--- src/sv/gab_pkg.sv ---
// ----------------------------------------------------------------------------
// gab_pkg
// constants and table functions shared by the gamma2 alpha-over blend
// ----------------------------------------------------------------------------
package gab_pkg;

  localparam int LINEAR_FRAC_BITS_DEF = 16;
  localparam int CH_W = 8;
  localparam int CA_W = 9;
  localparam int NUM_COLOUR = 3;
  localparam int TAB_DEPTH = 256;
  localparam logic [CA_W-1:0] CA_ONE = 9'd256;

  // colour byte to linear: (c/255)^2, rounded
  function automatic longint lin_colour_f(input int c, input int f);
    longint one;
    longint cc;
    one = longint'(1) << f;
    cc = longint'(c);
    return (2 * cc * cc * one + 65025) / 130050;
  endfunction

  // alpha byte to linear: a/255, rounded
  function automatic longint lin_alpha_f(input int a, input int f);
    longint one;
    one = longint'(1) << f;
    return (2 * longint'(a) * one + 255) / 510;
  endfunction

  // smallest linear value that encodes to at least k
  function automatic longint enc_thr_f(input int k, input int f);
    longint one;
    longint odd;
    longint res;
    one = longint'(1) << f;
    odd = 2 * longint'(k) - 1;
    if (k == 0) begin
      res = 0;
    end else begin
      res = (odd * odd * one + 260099) / 260100;
    end
    return res;
  endfunction

endpackage

--- src/sv/gab_lane.sv ---
// ----------------------------------------------------------------------------
// gab_lane
// one channel lane: opacity scale, over-blend multiply, round and shift
// ----------------------------------------------------------------------------
module gab_lane
  import gab_pkg::*;
#(
  parameter int LINEAR_FRAC_BITS = LINEAR_FRAC_BITS_DEF
) (
  input  logic                        clk,
  input  logic                        en,
  input  logic [LINEAR_FRAC_BITS:0]   s_lin,
  input  logic [LINEAR_FRAC_BITS:0]   d_lin,
  input  logic [CA_W-1:0]             ca,
  input  logic [LINEAR_FRAC_BITS:0]   sa,
  output logic [LINEAR_FRAC_BITS:0]   s_sc,
  output logic [LINEAR_FRAC_BITS+1:0] r
);

  localparam int LW = LINEAR_FRAC_BITS + 1;
  localparam int SW = LW + CA_W;
  localparam int PW = 2 * LW;
  localparam logic [LW-1:0] ONE = LW'(1) << LINEAR_FRAC_BITS;

  logic [SW-1:0]   sc_sum;
  logic [LW-1:0]   s_sc_r, s_sc_nxt;
  logic [LW-1:0]   d1_r;
  logic [LW-1:0]   om;
  logic [PW-1:0]   prod_r, prod_nxt;
  logic [LW-1:0]   s2_r;
  logic [PW-1:0]   bl_sum;
  logic [LW:0]     r_r, r_nxt;

  // stage 1: source times opacity, rounded
  assign sc_sum   = SW'(s_lin) * SW'(ca) + SW'(128);
  assign s_sc_nxt = sc_sum[LINEAR_FRAC_BITS+8:8];

  // stage 2: (1 - sa) * dest
  assign om       = ONE - sa;
  assign prod_nxt = PW'(om) * PW'(d1_r);

  // stage 3: add source, round, drop fraction
  assign bl_sum = prod_r + (PW'(s2_r) << LINEAR_FRAC_BITS) + PW'(ONE >> 1);
  assign r_nxt  = bl_sum[2*LINEAR_FRAC_BITS+1:LINEAR_FRAC_BITS];

  always_ff @(posedge clk) begin
    if (en) begin
      s_sc_r <= s_sc_nxt;
      d1_r   <= d_lin;
      prod_r <= prod_nxt;
      s2_r   <= s_sc_r;
      r_r    <= r_nxt;
    end
  end

  assign s_sc = s_sc_r;
  assign r    = r_r;

endmodule

--- config.mk ---
export PLATFORM = sky130hd
export DESIGN_NAME = gab_lane
export DESIGN_NICKNAME = d
export VERILOG_FILES = /design/src/sv/gab_pkg.sv /design/src/sv/gab_lane.sv
export SDC_FILE = /design/constraint.sdc
export NUM_CORES = 1
export LEC_CHECK = 0
export BUFFER_PORTS_ARGS = -buffer_cell sky130_fd_sc_hd__buf_2
export CELL_PAD_IN_SITES_DETAIL_PLACEMENT = 0
export CELL_PAD_IN_SITES_GLOBAL_PLACEMENT = 2
export CORE_MARGIN = 1
export CORE_UTILIZATION = 38
export CTS_CLUSTER_DIAMETER = 80
export DETAILED_ROUTE_END_ITERATION = 16
export PLACE_DENSITY_LB_ADDON = 0.2
export REMOVE_ABC_BUFFERS = 1
export SLEW_MARGIN = 10
export SYNTH_ARGS = -nofsm -noshare
export SYNTH_HDL_FRONTEND = slang
export SYNTH_SLANG_ARGS = --single-unit
--- constraint.sdc ---
create_clock -name clk -period 10.1 [get_ports clk]
set_input_delay 3.03 -clock clk [delete_from_list [all_inputs] [get_ports clk]]
set_output_delay 3.03 -clock clk [all_outputs]
set_load 0.05 [all_outputs]
* Yosys cells after proc, flatten, opt, wreduce, memory -nomap -nowiden
Cells that the tools add are included.
** Storage, ports and cells
- Register bits after elaboration :: 103
- Output and inout port bits :: 35
** Cells by class
- Add/subtract/negate cells :: 4
- $mul :: 2
** Operators with widths (number)
- $add 34x16->34 const B :: 1
- $add 34x33->34 :: 1
- $mul 17x17->34 :: 1
- $add 25x8->25 const B :: 1
- $mul 17x9->25 :: 1
- $sub 17x17->17 const A :: 1

* Depth between registers and ports, before layout
Gate-level depths: netlist of run 1.
- Depth in word-level cells :: 2
- Mapped depth :: 31
- Gate-level depth less buffers :: 28

* Worst setup path before layout of run 1
Ideal clock, no wire load.
- Path type :: input port to flip-flop
- Start point :: input sa[0]
- End point :: register prod_r[33] (data pin)
- Arrival :: 9876 ps
- Required time :: 9820 ps
- Slack :: -56 ps
- Cell stages on the path :: 30
- Cell sequence :: clkbuf_1 -> clkbuf_1 -> inv_1 -> ha_1 -> nand2_1 -> or3_1 -> nor2_1 -> nand2_1 -> or3_1 -> xnor2_2 -> buf_2 -> nand2_1 -> fa_1 -> fa_1 -> inv_1 -> fa_1 -> fa_1 -> fa_1 -> inv_1 -> fa_1 -> inv_1 -> ha_1 -> inv_1 -> o21bai_1 -> a21oi_1 -> o21ai_0 -> a311oi_4 -> nor3b_2 -> nor4_1 -> a311oi_1
** On the way
- Longest elaborated chain between the ends :: 2
** Ends and longest elaborated chain
- start: declaration :: line gab_lane.sv:15 : input logic [LINEAR_FRAC_BITS:0] sa,
- $sub 17x17->17 :: line gab_lane.sv:39 : assign om = ONE - sa;
- $mul 17x17->34 :: line gab_lane.sv:40 : assign prod_nxt = PW'(om) * PW'(d1_r);
- via prod_nxt[33] :: line gab_lane.sv:29 : logic [PW-1:0] prod_r, prod_nxt;
- end signal: assignment :: line gab_lane.sv:50 : prod_r <= prod_nxt;
- end: declaration :: line gab_lane.sv:29
The timed path passes the listed nets, and every way through them passes these cells.
A chain may end at the register's enable or synchronous reset.

* Worst setup path in the final report of run 1
- Start point :: input sa[0]
- End point :: register prod_r[31] (data pin)
The elaborated chain is that of the path after synthesis.

==> results of run 1 <==
## worst min-delay path by stage
stage,slack (ns),from,depth (start not counted),end
after global placement,0.43,s_sc[16],0,s2_r[16]
after detailed placement,0.44,s_sc[15],0,s2_r[15]
after global routing,0.47,s_sc[16],0,s2_r[16]
final,0.46,s_sc[16],0,s2_r[16]
after floorplan,0.66,prod_r[33],3,r[17]
after CTS,0.46,s_sc[15],0,s2_r[15]
## area by class of cell
type	count	area, um^2
Fill cell	4537	26200
Multi-Input combinational cell	1284	13300
Sequential cell	88	2640
Inverter	376	1410
Timing Repair Buffer	139	806
Tap cell	600	751
Clock buffer	9	225
Clock inverter	7	75.1
## cells in the mapped netlist, types with 7 or more instances
master,n
a21oi_1,37
fa_1,328
nand2_1,253
inv_1,376
o21a_1,10
and2_1,217
a21o_1,26
o21ai_0,17
clkbuf_1,55
nand3_1,7
xor2_1,21
edfxtp_1,88
o21bai_1,7
ha_1,180
and3_1,10
nor2b_1,7
nor2_1,33
xnor2_1,44
nor3_1,17
## through the flow
step / setup slack (ns) / area, um^2 / std cells / hold WS [ns] / util (%)
after global placement: -0.177 / 18800 / 2487 / 0.429 / 41.5
after global routing: 0.0237 / 19200 / 2503 / 0.469 / 42.2
after CTS: 0.268 / 19100 / 2503 / 0.457 / 42.2
after floorplan: 0.256 / 17300 / 1748 / 0.657 / -
final: 0.378 / 19200 / 2503 / 0.459 / 42.2
after detailed placement: -0.0690 / 18800 / 2487 / 0.438 / 41.5
## layer usage
layer	routed length (um)	vias up	GRT usage, %
li1	-	5705	-
met1	17200	6166	22.7
met2	22700	132	36.7
met3	884	51	1.25
met4	1230	0	6.81
met5	0	-	0
## registers in the layout (all words and copies together), names as in the netlist
name    count
s_sc       17
d1_r       17
r          18
prod_r     19
s2_r       17
## cell families after synthesis
logic type | Yosys count | synth area share [%]
and+or+nand+nor | 573 | 16.3
adders and majority gates | 508 | 50.4
buffers and inverters | 435 | 9.34
AOI/OAI and AO/OA | 136 | 5.46
DFF | 88 | 15.1
xor gates and xnor gates | 66 | 3.35
muxes | 1 | 0.0572
## what timing repair did
action                                 4_1_cts  5_1_grt
setup endpoints to repair                    0        3
setup buffers                                0        0
endpoints found under the hold margin        0        0
gates resized for setup                      0        3
==> qor.txt, run 1 <==
Status - finished clean
Vias - 12100
Reg clk slew, reported paths - 0.08 ns
Layout cell share with drive strength beyond 1 - 8.83%
HP Class - reg2reg
Synth cell types - 55
Final Hold Viols - 0
Setup CP Type - in2reg
Syn_area_per_cell - 9.69 um^2
Crit path buf inv count - 7
Antenna diodes - 0
Synth top area share - 37.5%
Slowest CP cell - fa_1
I/O pin count - 97
Drt pass-1 iters - 4
Routability-driven placement congestion ratio - 0.810
Worst setup startpoint - sa[0]
Gr usage total - 19.3%
Number of port buffers - 96
Mapped cell area - 0.0175 mm^2
Setup Viol. Count Final - 0
Routed wire length - 42000 um
Worst-Margin Slew - 1.02 ns
Worst-path maximum fanout - 5
Commonest non-fill, non-tap cell in the layout - inv_1
Fmax - 103 MHz
Clock buffer depth - 2
Final net count - 2468
Via density - 4.82
CP most frequent cell - fa_1
Clock Latency Late Sink - 0.37 ns
Delay-heaviest family, CP - adder cells
Drt drc - 0
Final worst path period need - 9.72 ns
Core Region - 0.0454 mm^2
Layout overhead on the synthesized area - 9.53%
Most frequent cells in the layout - inv_1, fa_1, nand2_1
Reg2reg setup slack - 3.45 ns
H-tree Lvls - 3
Slew HR - 31.8%
WL per Instance - 16.8 um
Crit path to - prod_r[31]
EDFF count, synth - 88
Antenna-violating nets left - 0
CP required - 10.24 ns
Fin. max-slew vios - 0
Asr flop ratio synth - 0%
Cell taking the most area after synthesis - fa_1
Max Cap Viol - 0
Total CTS buffers - 9
Die area - 0.0469 mm^2
Crit path depth - 28
First-pass GRT wire length - 70900 um
Syn Inst Count - 1807
Detailed placement HPWL - 35100 um
CP peak stage delay - 0.53 ns
Reg2reg end - prod_r[31]
CTS tree - built
Ys Warns - 0
Seq cells post-synth - 88
Worst Skew - 0.0134 ns
Setup crit end kind - flip-flop
RSZ-0062 raised after global routing - no
# rows - 78
Worst Path Arrival - 9.86 ns
Initial core utilization - 38.6%
Post-synthesis sequential area ratio - 15.1%
Die width - 217 um
Final Cycle Share - 96.3%
Vias in the first global route - 13500
Overflow after GRT - 0
Post-synth top flop - edfxtp_1
Reg-to-Reg Start - d1_r[5]
Die height - 217 um
Initial DRC count - 313
CP startpoint kind - primary input
Largest net degree at the start of global routing - 74
FF-to-FF path depth - 20
CTS sink count - 88
Root buffer cell - clkbuf_16
Initial antenna violation count - 0
Total Neg Setup Slack - 0 ns
Area contributors post-synth - fa_1, edfxtp_1, ha_1
Hold buffer count at CTS - 0
Power of run 1 is left out: the tool's default activity adds up to more than one toggle a clock period on the data nets, which glitch-free logic cannot reach.
==> inputs of run 2 (changes only) <==
--- a/config.mk
+++ b/config.mk
@@ -6,10 +6,8 @@
 export NUM_CORES = 1
 export LEC_CHECK = 0
 export BUFFER_PORTS_ARGS = -buffer_cell sky130_fd_sc_hd__buf_2
-export CELL_PAD_IN_SITES_DETAIL_PLACEMENT = 0
-export CELL_PAD_IN_SITES_GLOBAL_PLACEMENT = 2
 export CORE_MARGIN = 1
-export CORE_UTILIZATION = 38
+export CORE_UTILIZATION = 45
 export CTS_CLUSTER_DIAMETER = 80
 export DETAILED_ROUTE_END_ITERATION = 16
 export PLACE_DENSITY_LB_ADDON = 0.2
==> run 2 against run 1 <==
Against the previous run: clock-buffer cell count did not move; clock skew rose by 0.0064 ns; routed wire length fell by 5.2%; via count rose by 0.67%; largest cell class unchanged; fmax fell by 0.20%; final area fell by 0.74%; non-clock buffer count fell by 8; hold slack got worse by 0.011 ns.
==> qor.txt, run 2 (synthesis gave the netlist of run 1 again) <==
First-pass GRT wire length - 67200 um
Status - finished clean
FF-to-FF path depth - 20
Fin. max-slew vios - 0
Max Cap Viol - 0
Commonest non-fill, non-tap cell in the layout - inv_1
Root buffer cell - clkbuf_16
HP Class - reg2reg
Vias in the first global route - 13300
Reg2reg end - prod_r[33]
Routability-driven placement congestion ratio - 0.870
Worst Path Arrival - 9.93 ns
Max reg flops - 19
Reg2reg setup slack - 3.43 ns
Die area - 0.0397 mm^2
Crit path buf inv count - 6
CP peak stage delay - 0.55 ns
Overflow after GRT - 0
Clock Latency Late Sink - 0.38 ns
Layout overhead on the synthesized area - 8.71%
Reg clk slew, reported paths - 0.07 ns
Antenna-violating nets left - 0
CTS sink count - 88
Worst-Margin Slew - 1.16 ns
Slowest CP cell - fa_1
Worst Skew - 0.0199 ns
Largest net degree at the start of global routing - 58
Detailed placement HPWL - 32500 um
Clock buffer depth - 2
CTS tree - built
Gr usage total - 21.8%
Initial DRC count - 491
Final Hold Viols - 0
Final net count - 2460
Die width - 199 um
Drt drc - 0
Hold depth - 0
# rows - 71
Core Region - 0.0379 mm^2
Worst Hold Launch - s_sc[16]
WL per Instance - 16.6 um
CP most frequent cell - fa_1
Setup crit end kind - flip-flop
Routed wire length - 39800 um
Slew HR - 22.3%
Total CTS buffers - 9
Worst hold slack - 0.447 ns
Setup Viol. Count Final - 0
Setup CP Type - in2reg
Drt pass-1 iters - 4
Number of port buffers - 96
Antenna diodes - 0
Reg with most FFs - prod_r
CP startpoint kind - primary input
Final worst path period need - 9.74 ns
Most frequent cells in the layout - inv_1, fa_1, nand2_1
Layout cell share with drive strength beyond 1 - 8.87%
Vias - 12100
Fmax - 103 MHz
Initial core utilization - 46.1%
Reg-to-Reg Start - d1_r[3]
Worst-path maximum fanout - 9
Via density - 5.04
H-tree Lvls - 3
Initial antenna violation count - 0
Delay-heaviest family, CP - adder cells
I/O pin count - 97
Min-Delay Endpoint - s2_r[16]
Final Cycle Share - 96.5%
Total Neg Setup Slack - 0 ns
Die height - 199 um
Hold buffer count at CTS - 0
CP required - 10.29 ns
[run 2: cell types whose count changed in the layout (fill, tap and decap cells not counted), sizes merged]
cell / before / now
buf: 139 / 131
clkinv: 3 / 2
clkinvlp: 1 / 2
[run 2: repair_timing]
item,in CTS,in global routing
buffers inserted,0,2
resized for setup,0,11
setup endpoints to repair,0,6
[run 2: layout make-up]
class                      count  area, um^2
timing repair buffer         131         746
clock inverter                 7        73.8
multi-input combinational   1284       13300
clock buffer                   9         225
fill                        3616       18900
inverter                     376        1410
sequential                    88        2640
tap                          511         639
[run 2: how the worst max path moves through the flow]
stage                from          to  slack (ns)  cells past startpoint
finish              sa[1]  prod_r[33]        0.36                     27
detailed placement  sa[1]  prod_r[31]       -0.11                     28
floorplan           sa[0]  prod_r[33]        0.26                     27
CTS                 sa[1]  prod_r[31]        0.29                     28
global route        sa[0]  prod_r[33]       -0.03                     29
global placement    sa[1]  prod_r[31]       -0.06                     28
[run 2: metal layers]
layer / vias up / part of all wire (%) / GRT usage [%]
met4: 0 / 3.1 / 8.23
li1: 5693 / - / -
met1: 6186 / 41 / 26.4
met2: 197 / 53 / 40.4
met3: 59 / 2.4 / 1.50
met5: - / 0 / 0
[run 2: stage by stage]
stage	std cells	utilization, %	worst slack (ns)	cell area (um^2)
after floorplan	1748	-	0.256	17300
after global placement	2388	49.2	-0.0577	18700
after CTS	2404	50.0	0.289	19000
after detailed placement	2388	49.2	-0.105	18700
final	2406	50.2	0.358	19000
after global routing	2406	50.2	-0.0313	19000
[run 2: worst register-to-register path, stage by stage (launching register included)]
cell and delay, ns:
edfxtp_1 0.76, and2_1 0.33, fa_1 0.51, inv_1 0.06, fa_1 0.46, fa_1 0.54
inv_1 0.05, fa_1 0.49, fa_1 0.51, inv_1 0.07, fa_1 0.49, inv_1 0.04
ha_1 0.28, a21o_1 0.16, a21o_1 0.22, a2111oi_4 0.32, o21ai_2 0.13, a311oi_4 0.38
nor3b_2 0.11, o41a_1 0.33, a311oi_2 0.26
Power of run 2 is left out for the same reason.
